===== src/hdl/i2cm_pkg.sv =====
package i2cm_pkg;

  // Field widths
  localparam int unsigned OP_W      = 3;
  localparam int unsigned BYTE_W    = 8;
  localparam int unsigned DLY_W     = 11;
  localparam int unsigned TMO_W     = 16;
  localparam int unsigned BIT_IDX_W = 4;
  localparam int unsigned CFG_IDX_W = 1;
  localparam int unsigned CFG_DATA_W = 16;

  // Register defaults
  localparam logic [7:0]  TICKS_PER_UNIT_RST = 8'd1;
  localparam logic [15:0] ACK_TIMEOUT_RST    = 16'd250;

  // Register indexes
  localparam logic [CFG_IDX_W-1:0] REG_TICKS_PER_UNIT = 1'd0;
  localparam logic [CFG_IDX_W-1:0] REG_ACK_TIMEOUT    = 1'd1;

  // Command codes
  localparam logic [OP_W-1:0] OP_TICK  = 3'd0;
  localparam logic [OP_W-1:0] OP_START = 3'd1;
  localparam logic [OP_W-1:0] OP_STOP  = 3'd2;
  localparam logic [OP_W-1:0] OP_WRITE = 3'd3;
  localparam logic [OP_W-1:0] OP_READ  = 3'd4;

  // Bus sequencer phases
  typedef enum logic [14:0] {
    PH_IDLE    = 15'b000000000000001,
    PH_START_A = 15'b000000000000010,
    PH_START_B = 15'b000000000000100,
    PH_STOP_A  = 15'b000000000001000,
    PH_STOP_B  = 15'b000000000010000,
    PH_W_SETUP = 15'b000000000100000,
    PH_W_HIGH  = 15'b000000001000000,
    PH_W_LOW   = 15'b000000010000000,
    PH_WA_A    = 15'b000000100000000,
    PH_WA_B    = 15'b000001000000000,
    PH_WA_POLL = 15'b000010000000000,
    PH_R_LOW   = 15'b000100000000000,
    PH_R_HIGH  = 15'b001000000000000,
    PH_A_LOW   = 15'b010000000000000,
    PH_A_HIGH  = 15'b100000000000000
  } phase_t;

  typedef struct packed {
    logic [7:0]  ticks_per_delay_unit;
    logic [15:0] ack_timeout_limit;
  } cfg_t;

  typedef struct packed {
    logic [OP_W-1:0]   operation;
    logic [BYTE_W-1:0] tx_byte;
    logic              send_ack;
    logic              sda_in;
  } req_t;

  typedef struct packed {
    logic              scl_level;
    logic              sda_level;
    logic              sda_driving;
    logic              busy_res;
    logic              done_res;
    logic [BYTE_W-1:0] rx_byte;
    logic              no_ack;
  } res_t;

endpackage


===== src/hdl/i2cm_req_if.sv =====
interface i2cm_req_if import i2cm_pkg::*; ();
  logic              valid;
  logic              ready;
  logic [OP_W-1:0]   operation;
  logic [BYTE_W-1:0] tx_byte;
  logic              send_ack;
  logic              sda_in;

  modport source (output valid, operation, tx_byte, send_ack, sda_in, input ready);
  modport sink   (input valid, operation, tx_byte, send_ack, sda_in, output ready);
endinterface


===== src/hdl/i2cm_res_if.sv =====
interface i2cm_res_if import i2cm_pkg::*; ();
  logic              valid;
  logic              ready;
  logic              scl_level;
  logic              sda_level;
  logic              sda_driving;
  logic              busy_res;
  logic              done_res;
  logic [BYTE_W-1:0] rx_byte;
  logic              no_ack;

  modport source (output valid, scl_level, sda_level, sda_driving, busy_res, done_res,
                  rx_byte, no_ack, input ready);
  modport sink   (input valid, scl_level, sda_level, sda_driving, busy_res, done_res,
                  rx_byte, no_ack, output ready);
endinterface


===== src/hdl/i2c_bus_master_core.sv =====
// Channel  Dir  Contents
// req      in   operation, tx_byte, send_ack, sda_in (one bus tick per request)
// res      out  scl_level, sda_level, sda_driving, busy_res, done_res, rx_byte, no_ack
// cfg      in   cfg_wr_en, cfg_index, cfg_data (0 ticks per delay unit, 1 ack timeout)
//
// One request per clock unless stalled; its result is registered in the output register.
// The sequencer state advances in the same cycle the request is taken.
// A new request is taken whenever the output register is empty or being drained.
// Synchronous active-high reset; bus lines come out of reset high and driven.
module i2c_bus_master_core import i2cm_pkg::*; (
  input  logic                  clk,
  input  logic                  rst,
  i2cm_req_if.sink              req,
  i2cm_res_if.source            res,
  input  logic                  cfg_wr_en,
  input  logic [CFG_IDX_W-1:0]  cfg_index,
  input  logic [CFG_DATA_W-1:0] cfg_data
);

  cfg_t  cfg;
  req_t  req_data;
  res_t  res_next;
  res_t  res_data;
  logic  res_valid;
  logic  step;

  assign req.ready = ~res_valid | res.ready;
  assign step      = req.valid & req.ready;

  assign req_data.operation = req.operation;
  assign req_data.tx_byte   = req.tx_byte;
  assign req_data.send_ack  = req.send_ack;
  assign req_data.sda_in    = req.sda_in;

  // Configuration registers
  always_ff @(posedge clk) begin
    if (rst) begin
      cfg.ticks_per_delay_unit <= TICKS_PER_UNIT_RST;
      cfg.ack_timeout_limit    <= ACK_TIMEOUT_RST;
    end else if (cfg_wr_en) begin
      case (cfg_index)
        REG_TICKS_PER_UNIT: cfg.ticks_per_delay_unit <= cfg_data[7:0];
        REG_ACK_TIMEOUT:    cfg.ack_timeout_limit    <= cfg_data[15:0];
        default: begin
        end
      endcase
    end
  end

  i2cm_seq u_seq (
    .clk  (clk),
    .rst  (rst),
    .step (step),
    .req  (req_data),
    .cfg  (cfg),
    .res  (res_next)
  );

  // Output register: load on accept, drop when taken
  always_ff @(posedge clk) begin
    if (rst) begin
      res_valid <= 1'b0;
    end else if (step) begin
      res_valid <= 1'b1;
    end else if (res.ready) begin
      res_valid <= 1'b0;
    end
  end

  always_ff @(posedge clk) begin
    if (step) begin
      res_data <= res_next;
    end
  end

  assign res.valid       = res_valid;
  assign res.scl_level   = res_data.scl_level;
  assign res.sda_level   = res_data.sda_level;
  assign res.sda_driving = res_data.sda_driving;
  assign res.busy_res    = res_data.busy_res;
  assign res.done_res    = res_data.done_res;
  assign res.rx_byte     = res_data.rx_byte;
  assign res.no_ack      = res_data.no_ack;

endmodule


===== src/hdl/i2cm_seq.sv =====
module i2cm_seq import i2cm_pkg::*; (
  input  logic clk,
  input  logic rst,
  input  logic step,
  input  req_t req,
  input  cfg_t cfg,
  output res_t res
);

  phase_t                phase, phase_next;
  logic [BIT_IDX_W-1:0]  bit_index, bit_index_next;
  logic [BYTE_W-1:0]     shift_data, shift_data_next;
  logic [DLY_W-1:0]      delay_count, delay_count_next;
  logic [TMO_W-1:0]      timeout_count, timeout_count_next;
  logic                  ack_choice, ack_choice_next;
  logic                  scl_reg, scl_reg_next;
  logic                  sda_reg, sda_reg_next;
  logic                  sda_dir, sda_dir_next;
  logic [BYTE_W-1:0]     rx_reg, rx_reg_next;
  logic                  nack_flag, nack_flag_next;
  logic                  done;

  logic [7:0]            unit;
  logic [DLY_W-1:0]      dly1, dly2, dly4, dly_dec;
  logic [BIT_IDX_W-1:0]  bit_inc;

  // Hold lengths of 1, 2 and 4 units; a zero unit acts as one tick
  assign unit    = (cfg.ticks_per_delay_unit == 8'd0) ? 8'd1 : cfg.ticks_per_delay_unit;
  assign dly1    = {3'b000, unit};
  assign dly2    = {2'b00, unit, 1'b0};
  assign dly4    = {1'b0, unit, 2'b00};
  assign dly_dec = (delay_count != '0) ? delay_count - 1'b1 : '0;
  assign bit_inc = bit_index + 1'b1;

  // Next state for one tick
  always_comb begin
    phase_next         = phase;
    bit_index_next     = bit_index;
    shift_data_next    = shift_data;
    delay_count_next   = delay_count;
    timeout_count_next = timeout_count;
    ack_choice_next    = ack_choice;
    scl_reg_next       = scl_reg;
    sda_reg_next       = sda_reg;
    sda_dir_next       = sda_dir;
    rx_reg_next        = rx_reg;
    nack_flag_next     = nack_flag;
    done               = 1'b0;

    if (phase == PH_IDLE) begin
      case (req.operation)
        OP_START: begin
          sda_dir_next     = 1'b1;
          sda_reg_next     = 1'b1;
          scl_reg_next     = 1'b1;
          phase_next       = PH_START_A;
          delay_count_next = dly4;
        end
        OP_STOP: begin
          sda_dir_next     = 1'b1;
          scl_reg_next     = 1'b0;
          sda_reg_next     = 1'b0;
          phase_next       = PH_STOP_A;
          delay_count_next = dly4;
        end
        OP_WRITE: begin
          sda_dir_next     = 1'b1;
          scl_reg_next     = 1'b0;
          nack_flag_next   = 1'b0;
          bit_index_next   = '0;
          sda_reg_next     = req.tx_byte[7];
          shift_data_next  = {req.tx_byte[6:0], 1'b0};
          phase_next       = PH_W_SETUP;
          delay_count_next = dly2;
        end
        OP_READ: begin
          sda_dir_next     = 1'b0;
          sda_reg_next     = 1'b1;
          scl_reg_next     = 1'b0;
          ack_choice_next  = req.send_ack;
          shift_data_next  = '0;
          bit_index_next   = '0;
          phase_next       = PH_R_LOW;
          delay_count_next = dly2;
        end
        default: begin
        end
      endcase
    end else if (phase == PH_WA_POLL) begin
      // Wait for the slave to pull SDA low; on timeout flag a NACK and send a STOP
      if (!req.sda_in) begin
        scl_reg_next   = 1'b0;
        nack_flag_next = 1'b0;
        phase_next     = PH_IDLE;
        done           = 1'b1;
      end else if (timeout_count >= cfg.ack_timeout_limit) begin
        nack_flag_next   = 1'b1;
        sda_dir_next     = 1'b1;
        scl_reg_next     = 1'b0;
        sda_reg_next     = 1'b0;
        phase_next       = PH_STOP_A;
        delay_count_next = dly4;
      end else begin
        timeout_count_next = timeout_count + 1'b1;
      end
    end else begin
      delay_count_next = dly_dec;
      if (dly_dec == '0) begin
        case (phase)
          PH_START_A: begin
            sda_reg_next     = 1'b0;
            phase_next       = PH_START_B;
            delay_count_next = dly4;
          end
          PH_START_B: begin
            scl_reg_next = 1'b0;
            phase_next   = PH_IDLE;
            done         = 1'b1;
          end
          PH_STOP_A: begin
            scl_reg_next     = 1'b1;
            sda_reg_next     = 1'b1;
            phase_next       = PH_STOP_B;
            delay_count_next = dly4;
          end
          PH_STOP_B: begin
            phase_next = PH_IDLE;
            done       = 1'b1;
          end
          PH_W_SETUP: begin
            scl_reg_next     = 1'b1;
            phase_next       = PH_W_HIGH;
            delay_count_next = dly2;
          end
          PH_W_HIGH: begin
            scl_reg_next     = 1'b0;
            phase_next       = PH_W_LOW;
            delay_count_next = dly2;
          end
          PH_W_LOW: begin
            bit_index_next = bit_inc;
            if (bit_inc < 4'd8) begin
              sda_reg_next     = shift_data[7];
              shift_data_next  = {shift_data[6:0], 1'b0};
              phase_next       = PH_W_SETUP;
              delay_count_next = dly2;
            end else begin
              // Release SDA for the acknowledge bit
              sda_dir_next     = 1'b0;
              sda_reg_next     = 1'b1;
              phase_next       = PH_WA_A;
              delay_count_next = dly1;
            end
          end
          PH_WA_A: begin
            scl_reg_next     = 1'b1;
            phase_next       = PH_WA_B;
            delay_count_next = dly1;
          end
          PH_WA_B: begin
            timeout_count_next = '0;
            phase_next         = PH_WA_POLL;
          end
          PH_R_LOW: begin
            scl_reg_next     = 1'b1;
            shift_data_next  = {shift_data[6:0], req.sda_in};
            phase_next       = PH_R_HIGH;
            delay_count_next = dly1;
          end
          PH_R_HIGH: begin
            bit_index_next = bit_inc;
            scl_reg_next   = 1'b0;
            if (bit_inc < 4'd8) begin
              phase_next       = PH_R_LOW;
              delay_count_next = dly2;
            end else begin
              // Byte complete: drive ACK or NACK
              rx_reg_next      = shift_data;
              sda_dir_next     = 1'b1;
              sda_reg_next     = ~ack_choice;
              phase_next       = PH_A_LOW;
              delay_count_next = dly2;
            end
          end
          PH_A_LOW: begin
            scl_reg_next     = 1'b1;
            phase_next       = PH_A_HIGH;
            delay_count_next = dly2;
          end
          PH_A_HIGH: begin
            scl_reg_next = 1'b0;
            phase_next   = PH_IDLE;
            done         = 1'b1;
          end
          default: begin
            phase_next = PH_IDLE;
          end
        endcase
      end
    end
  end

  // Result of this tick, taken after the update
  always_comb begin
    res.scl_level   = scl_reg_next;
    res.sda_level   = sda_dir_next ? sda_reg_next : 1'b1;
    res.sda_driving = sda_dir_next;
    res.busy_res    = (phase_next != PH_IDLE);
    res.done_res    = done;
    res.rx_byte     = rx_reg_next;
    res.no_ack      = nack_flag_next;
  end

  // Advance the sequencer on each accepted tick
  always_ff @(posedge clk) begin
    if (rst) begin
      phase         <= PH_IDLE;
      bit_index     <= '0;
      shift_data    <= '0;
      delay_count   <= '0;
      timeout_count <= '0;
      ack_choice    <= 1'b0;
      scl_reg       <= 1'b1;
      sda_reg       <= 1'b1;
      sda_dir       <= 1'b1;
      rx_reg        <= '0;
      nack_flag     <= 1'b0;
    end else if (step) begin
      phase         <= phase_next;
      bit_index     <= bit_index_next;
      shift_data    <= shift_data_next;
      delay_count   <= delay_count_next;
      timeout_count <= timeout_count_next;
      ack_choice    <= ack_choice_next;
      scl_reg       <= scl_reg_next;
      sda_reg       <= sda_reg_next;
      sda_dir       <= sda_dir_next;
      rx_reg        <= rx_reg_next;
      nack_flag     <= nack_flag_next;
    end
  end

endmodule


===== src/flat_wrapper.sv =====
// flat-port wrapper written by rule: the top's interface ports become plain ports
module i2c_bus_master_core_flat import i2cm_pkg::*;
  (clk, rst, cfg_wr_en, cfg_index, cfg_data, req_valid, req_operation, req_tx_byte, req_send_ack, req_sda_in, req_ready, res_valid, res_scl_level, res_sda_level, res_sda_driving, res_busy_res, res_done_res, res_rx_byte, res_no_ack, res_ready);
  i2cm_req_if req_i ();
  i2cm_res_if res_i ();
  input  logic clk;
  input  logic rst;
  input  logic cfg_wr_en;
  input  logic [CFG_IDX_W-1:0] cfg_index;
  input  logic [CFG_DATA_W-1:0] cfg_data;
  input wire logic [$bits(req_i.valid)-1:0] req_valid;
  input wire logic [$bits(req_i.operation)-1:0] req_operation;
  input wire logic [$bits(req_i.tx_byte)-1:0] req_tx_byte;
  input wire logic [$bits(req_i.send_ack)-1:0] req_send_ack;
  input wire logic [$bits(req_i.sda_in)-1:0] req_sda_in;
  output wire logic [$bits(req_i.ready)-1:0] req_ready;
  output wire logic [$bits(res_i.valid)-1:0] res_valid;
  output wire logic [$bits(res_i.scl_level)-1:0] res_scl_level;
  output wire logic [$bits(res_i.sda_level)-1:0] res_sda_level;
  output wire logic [$bits(res_i.sda_driving)-1:0] res_sda_driving;
  output wire logic [$bits(res_i.busy_res)-1:0] res_busy_res;
  output wire logic [$bits(res_i.done_res)-1:0] res_done_res;
  output wire logic [$bits(res_i.rx_byte)-1:0] res_rx_byte;
  output wire logic [$bits(res_i.no_ack)-1:0] res_no_ack;
  input wire logic [$bits(res_i.ready)-1:0] res_ready;
  assign req_i.valid = req_valid;
  assign req_i.operation = req_operation;
  assign req_i.tx_byte = req_tx_byte;
  assign req_i.send_ack = req_send_ack;
  assign req_i.sda_in = req_sda_in;
  assign req_ready = req_i.ready;
  assign res_valid = res_i.valid;
  assign res_scl_level = res_i.scl_level;
  assign res_sda_level = res_i.sda_level;
  assign res_sda_driving = res_i.sda_driving;
  assign res_busy_res = res_i.busy_res;
  assign res_done_res = res_i.done_res;
  assign res_rx_byte = res_i.rx_byte;
  assign res_no_ack = res_i.no_ack;
  assign res_i.ready = res_ready;
  i2c_bus_master_core u_core (.clk(clk), .rst(rst), .req(req_i), .res(res_i), .cfg_wr_en(cfg_wr_en), .cfg_index(cfg_index), .cfg_data(cfg_data));
endmodule

===== config.mk =====
export PLATFORM = sky130hd
export DESIGN_NAME = i2c_bus_master_core_flat
export DESIGN_NICKNAME = d
export VERILOG_FILES = /design/src/hdl/i2cm_pkg.sv /design/src/hdl/i2cm_req_if.sv /design/src/hdl/i2cm_res_if.sv /design/src/hdl/i2c_bus_master_core.sv /design/src/hdl/i2cm_seq.sv /design/src/flat_wrapper.sv
export SDC_FILE = /design/constraint.sdc
export NUM_CORES = 1
export LEC_CHECK = 0
export ABC_AREA = 1
export ABC_CLOCK_PERIOD_IN_PS = 2400
export BUFFER_PORTS_ARGS = -buffer_cell sky130_fd_sc_hd__buf_4
export CORE_ASPECT_RATIO = 0.9
export CORE_UTILIZATION = 45
export CTS_CLUSTER_DIAMETER = 120
export DETAILED_ROUTE_END_ITERATION = 8
export PLACE_DENSITY = 0.71
export SYNTH_ARGS = -nofsm -noshare
export SYNTH_HDL_FRONTEND = slang
export SYNTH_SLANG_ARGS = --single-unit

===== constraint.sdc =====
create_clock -name clk -period 2.4 [get_ports clk]
set_clock_uncertainty 0.1 [all_clocks]
set_input_delay 0.24 -clock clk [delete_from_list [all_inputs] [get_ports clk]]
set_output_delay 0.24 -clock clk [all_outputs]
set_load 0.005 [all_outputs]

==> results.md <==
- R2R depth: 16
- Final nets: around 1200
- Post-Syn Nets: about 1000
- Sink Count: 106
- Slew @ Worst Pin: between 0.6 and 0.7 ns
- Syn Inst Count: 979
- CTS Hold Bufs: 0
- Vias: 6925
- Final global-route overflow total: 0
- Initial Util: 0.460
- RSZ-0062 raised after global routing: true
- Top post-synthesis cells by area: dfxtp_1 (29%), nand2_1 (11%), inv_1 (7.7%), nand3_1 (6.7%), edfxtp_1 (6.6%)
- Type of the most critical hold path: in2reg
- Synth Cell Area: 6410 sq um
- DIE WIDTH: ~130 microns
- Layout Cells excl Fill: 1308
- Port bufs: 50
- Maximum capacitance violations: 0
- Drt pass-1 iters: 5
- Core ar.: roughly 14000 sq um
- First-pass GRT wire length: 30300 microns
- Clock tree from TritonCTS: done
- Dpl cells: 1287
- Crit-path max FO: 9
- WHS Path Cells: 3
- Die ar.: 14700 sq um
- Final worst path period need: 2.39 ns
- Slew HR: 0.570
- Period utilisation layout: 0.995
- 1st-iter DRT viols: roughly 570
- Worst Setup Start Kind: register
- Share of the synthesized area in the top cell type: 0.287
- Critical path's most frequent cell: nand2_1
- Critical Path RT: ~2.4 ns
- Leakage: 3.88 nW
- # H-tree levels: 3
- Most common cell in the synthesized netlist: nand2_1
- Hold_ws: 0.0103 ns
- DP HPWL: around 14000 microns
- Biggest register: u_core.cfg
- Data arrival, critical path: 2.41 ns
- Synth Flop Type: dfxtp_1
- Status: finished clean
- Clock Tree Buf Depth: 2
- Share of layout cells above drive strength 1: 0.225
- Number of flops mapped to enable cells by yosys: 14
- Ys Warns: 0
- # IOs: 51
- Clock root buffer: clkbuf_16
- Initial antenna violation count: 0
- Synth cell types: 40
- Avg Cell Area, Syn: 6.55 sq um
- Later-pin clock latency in the skew report: between 0.3 and 0.4 ns
- Synth-to-layout area growth: 29.8%
- Biggest regs: u_core.cfg (24), u_core.u_seq.timeout_count (16), u_core.u_seq.phase (15)
- Register area share after synthesis: 0.353
- Fmax: 0.419 GHz
- Gr usage total: 0.257
- Synth Register Bits: between 100 and 150
- Wirelength per Cell: 14.0 microns
- Commonest cells in the netlist: nand2_1 (189), inv_1 (131), nor2_1 (112), dfxtp_1 (92), nand3_1 (86)
- Final Hold Fails: 0
- Remaining DRCs: 0
- Largest area contributor in the netlist: dfxtp_1
- Peak VDD IR: 0.383 mV
- Vias in the first global route: ~6400
- Finish-stage setup viols: 0
- CTS Buf Count: 9
- Die Height: between 100 and 150 microns
- Gpl congestion: 0.999
- Ys async rst share: 0
- Clock Pin Slew Worst Setup and Hold Paths: 0.08 ns
- Critical path's slowest cell: dfxtp_2
- Crit-path cells: inv_2, ha_4, nand2_2, nor2_4, nand3_1, nand2_1, nand3_2, nor2_4, nand2_4, buf_6, nand2_1, o21ai_1, nor2_1, nand2_1, nor2_2, nand2_1
- Via/cell ratio: 5.29
- Fin. max-slew vios: 0
- Placement Rows: 41
- Crit path capture type: register
- P per Cell Area: 584 nW/um^2
- Max reg flops: 24
- Post-Route WL: 18300 microns
- Largest stage delay, worst path: 0.33 ns
- Antenna cell count: 0
- Detail Route Antenna Nets: 0
- CP Class: reg2reg
- Largest net degree at the start of global routing: 38
-- layout make-up --
cell class	count	area [sq um]
fillers	1336	5630
multi-input cells	699	3740
flip-flops and latches	106	2260
repair buffers	153	1220
inverters	141	534
well taps	193	241
clock buffers	9	225
clock inverters	7	95.1
-- placed cells by master, fill, tap and decap left out, types with 21 or more instances in the layout --
cell type,netlist,final
nand2_1,189,181
buf_4,2,145
inv_1,131,129
nor2_1,112,94
dfxtp_1,92,91
a21oi_1,82,81
nand3_1,86,72
o21ai_0,73,60
o21ai_1,20,29
nand4_1,21,21
-- power breakdown --
part           total, mW  internal [mW]  switching [mW]
Combinational       1.30          0.565           0.738
Sequential          1.97           1.91          0.0572
Clock               1.59          0.841           0.753
-- repair_timing --
item	in CTS	in global routing
gates cloned	1	0
setup buffers	1	3
pin swaps	6	13
gates resized for setup	20	66
endpoints found under the setup margin	64	65
-- logic make-up (layout without fill, tap and decap cells) --
| group | after synthesis | after routing | share of synthesized area |
|---|---|---|---|
| and+or+nand+nor | 453 | 454 | 0.308 |
| xor gates and xnor gates | 5 | 5 | 0.00683 |
| adders and majority gates | 19 | 19 | 0.0371 |
| buffers and inverters | 175 | 310 | 0.108 |
| DFF | 106 | 106 | 0.353 |
| AOI/OAI and AO/OA | 221 | 221 | 0.187 |
-- per-layer routing --
layer,vias up,wire length (microns),global-route usage
met5,-,0,0
met4,0,333,0.0839
met3,31,1000,0.0396
met2,199,8390,0.422
met1,3174,8550,0.347
li1,3521,-,-
-- stage by stage --
stage / TNS [ns] / util / area, sq um / setup WS [ns] / power, mW
floorplan: 0 / - / 6430 / 0.0000164 / 2.68
global placement: -0.707 / 0.551 / 7680 / -0.0865 / 3.16
detailed placement: -6.30 / 0.551 / 7680 / -0.208 / 3.17
CTS: 0 / 0.580 / 8090 / 0.00127 / 4.83
global route: -1.87 / 0.597 / 8320 / -0.142 / 5.10
finish: 0 / 0.597 / 8320 / 0.0111 / 4.86
-- critical path: cells and delay by family (launching register included) --
kind | cells | cell delay, ns
simple gates | 12 | 1.29
fa+ha+maj | 1 | 0.14
flops | 1 | 0.33
compound gates | 1 | 0.07
buf+inv | 2 | 0.22
-- path summary, 6_finish.rpt --
kind	from	end	slack (ns)
min reg2reg	u_core.cfg[15]	u_core.cfg[15]	0.36
min	cfg_data[1]	u_core.cfg[1]	0.01
max	u_core.u_seq.delay_count[0]	u_core.res.busy_res	0.01
max reg2reg	u_core.u_seq.delay_count[0]	u_core.res.busy_res	0.01
No activity file was read; power rests on OpenSTA's default activity.
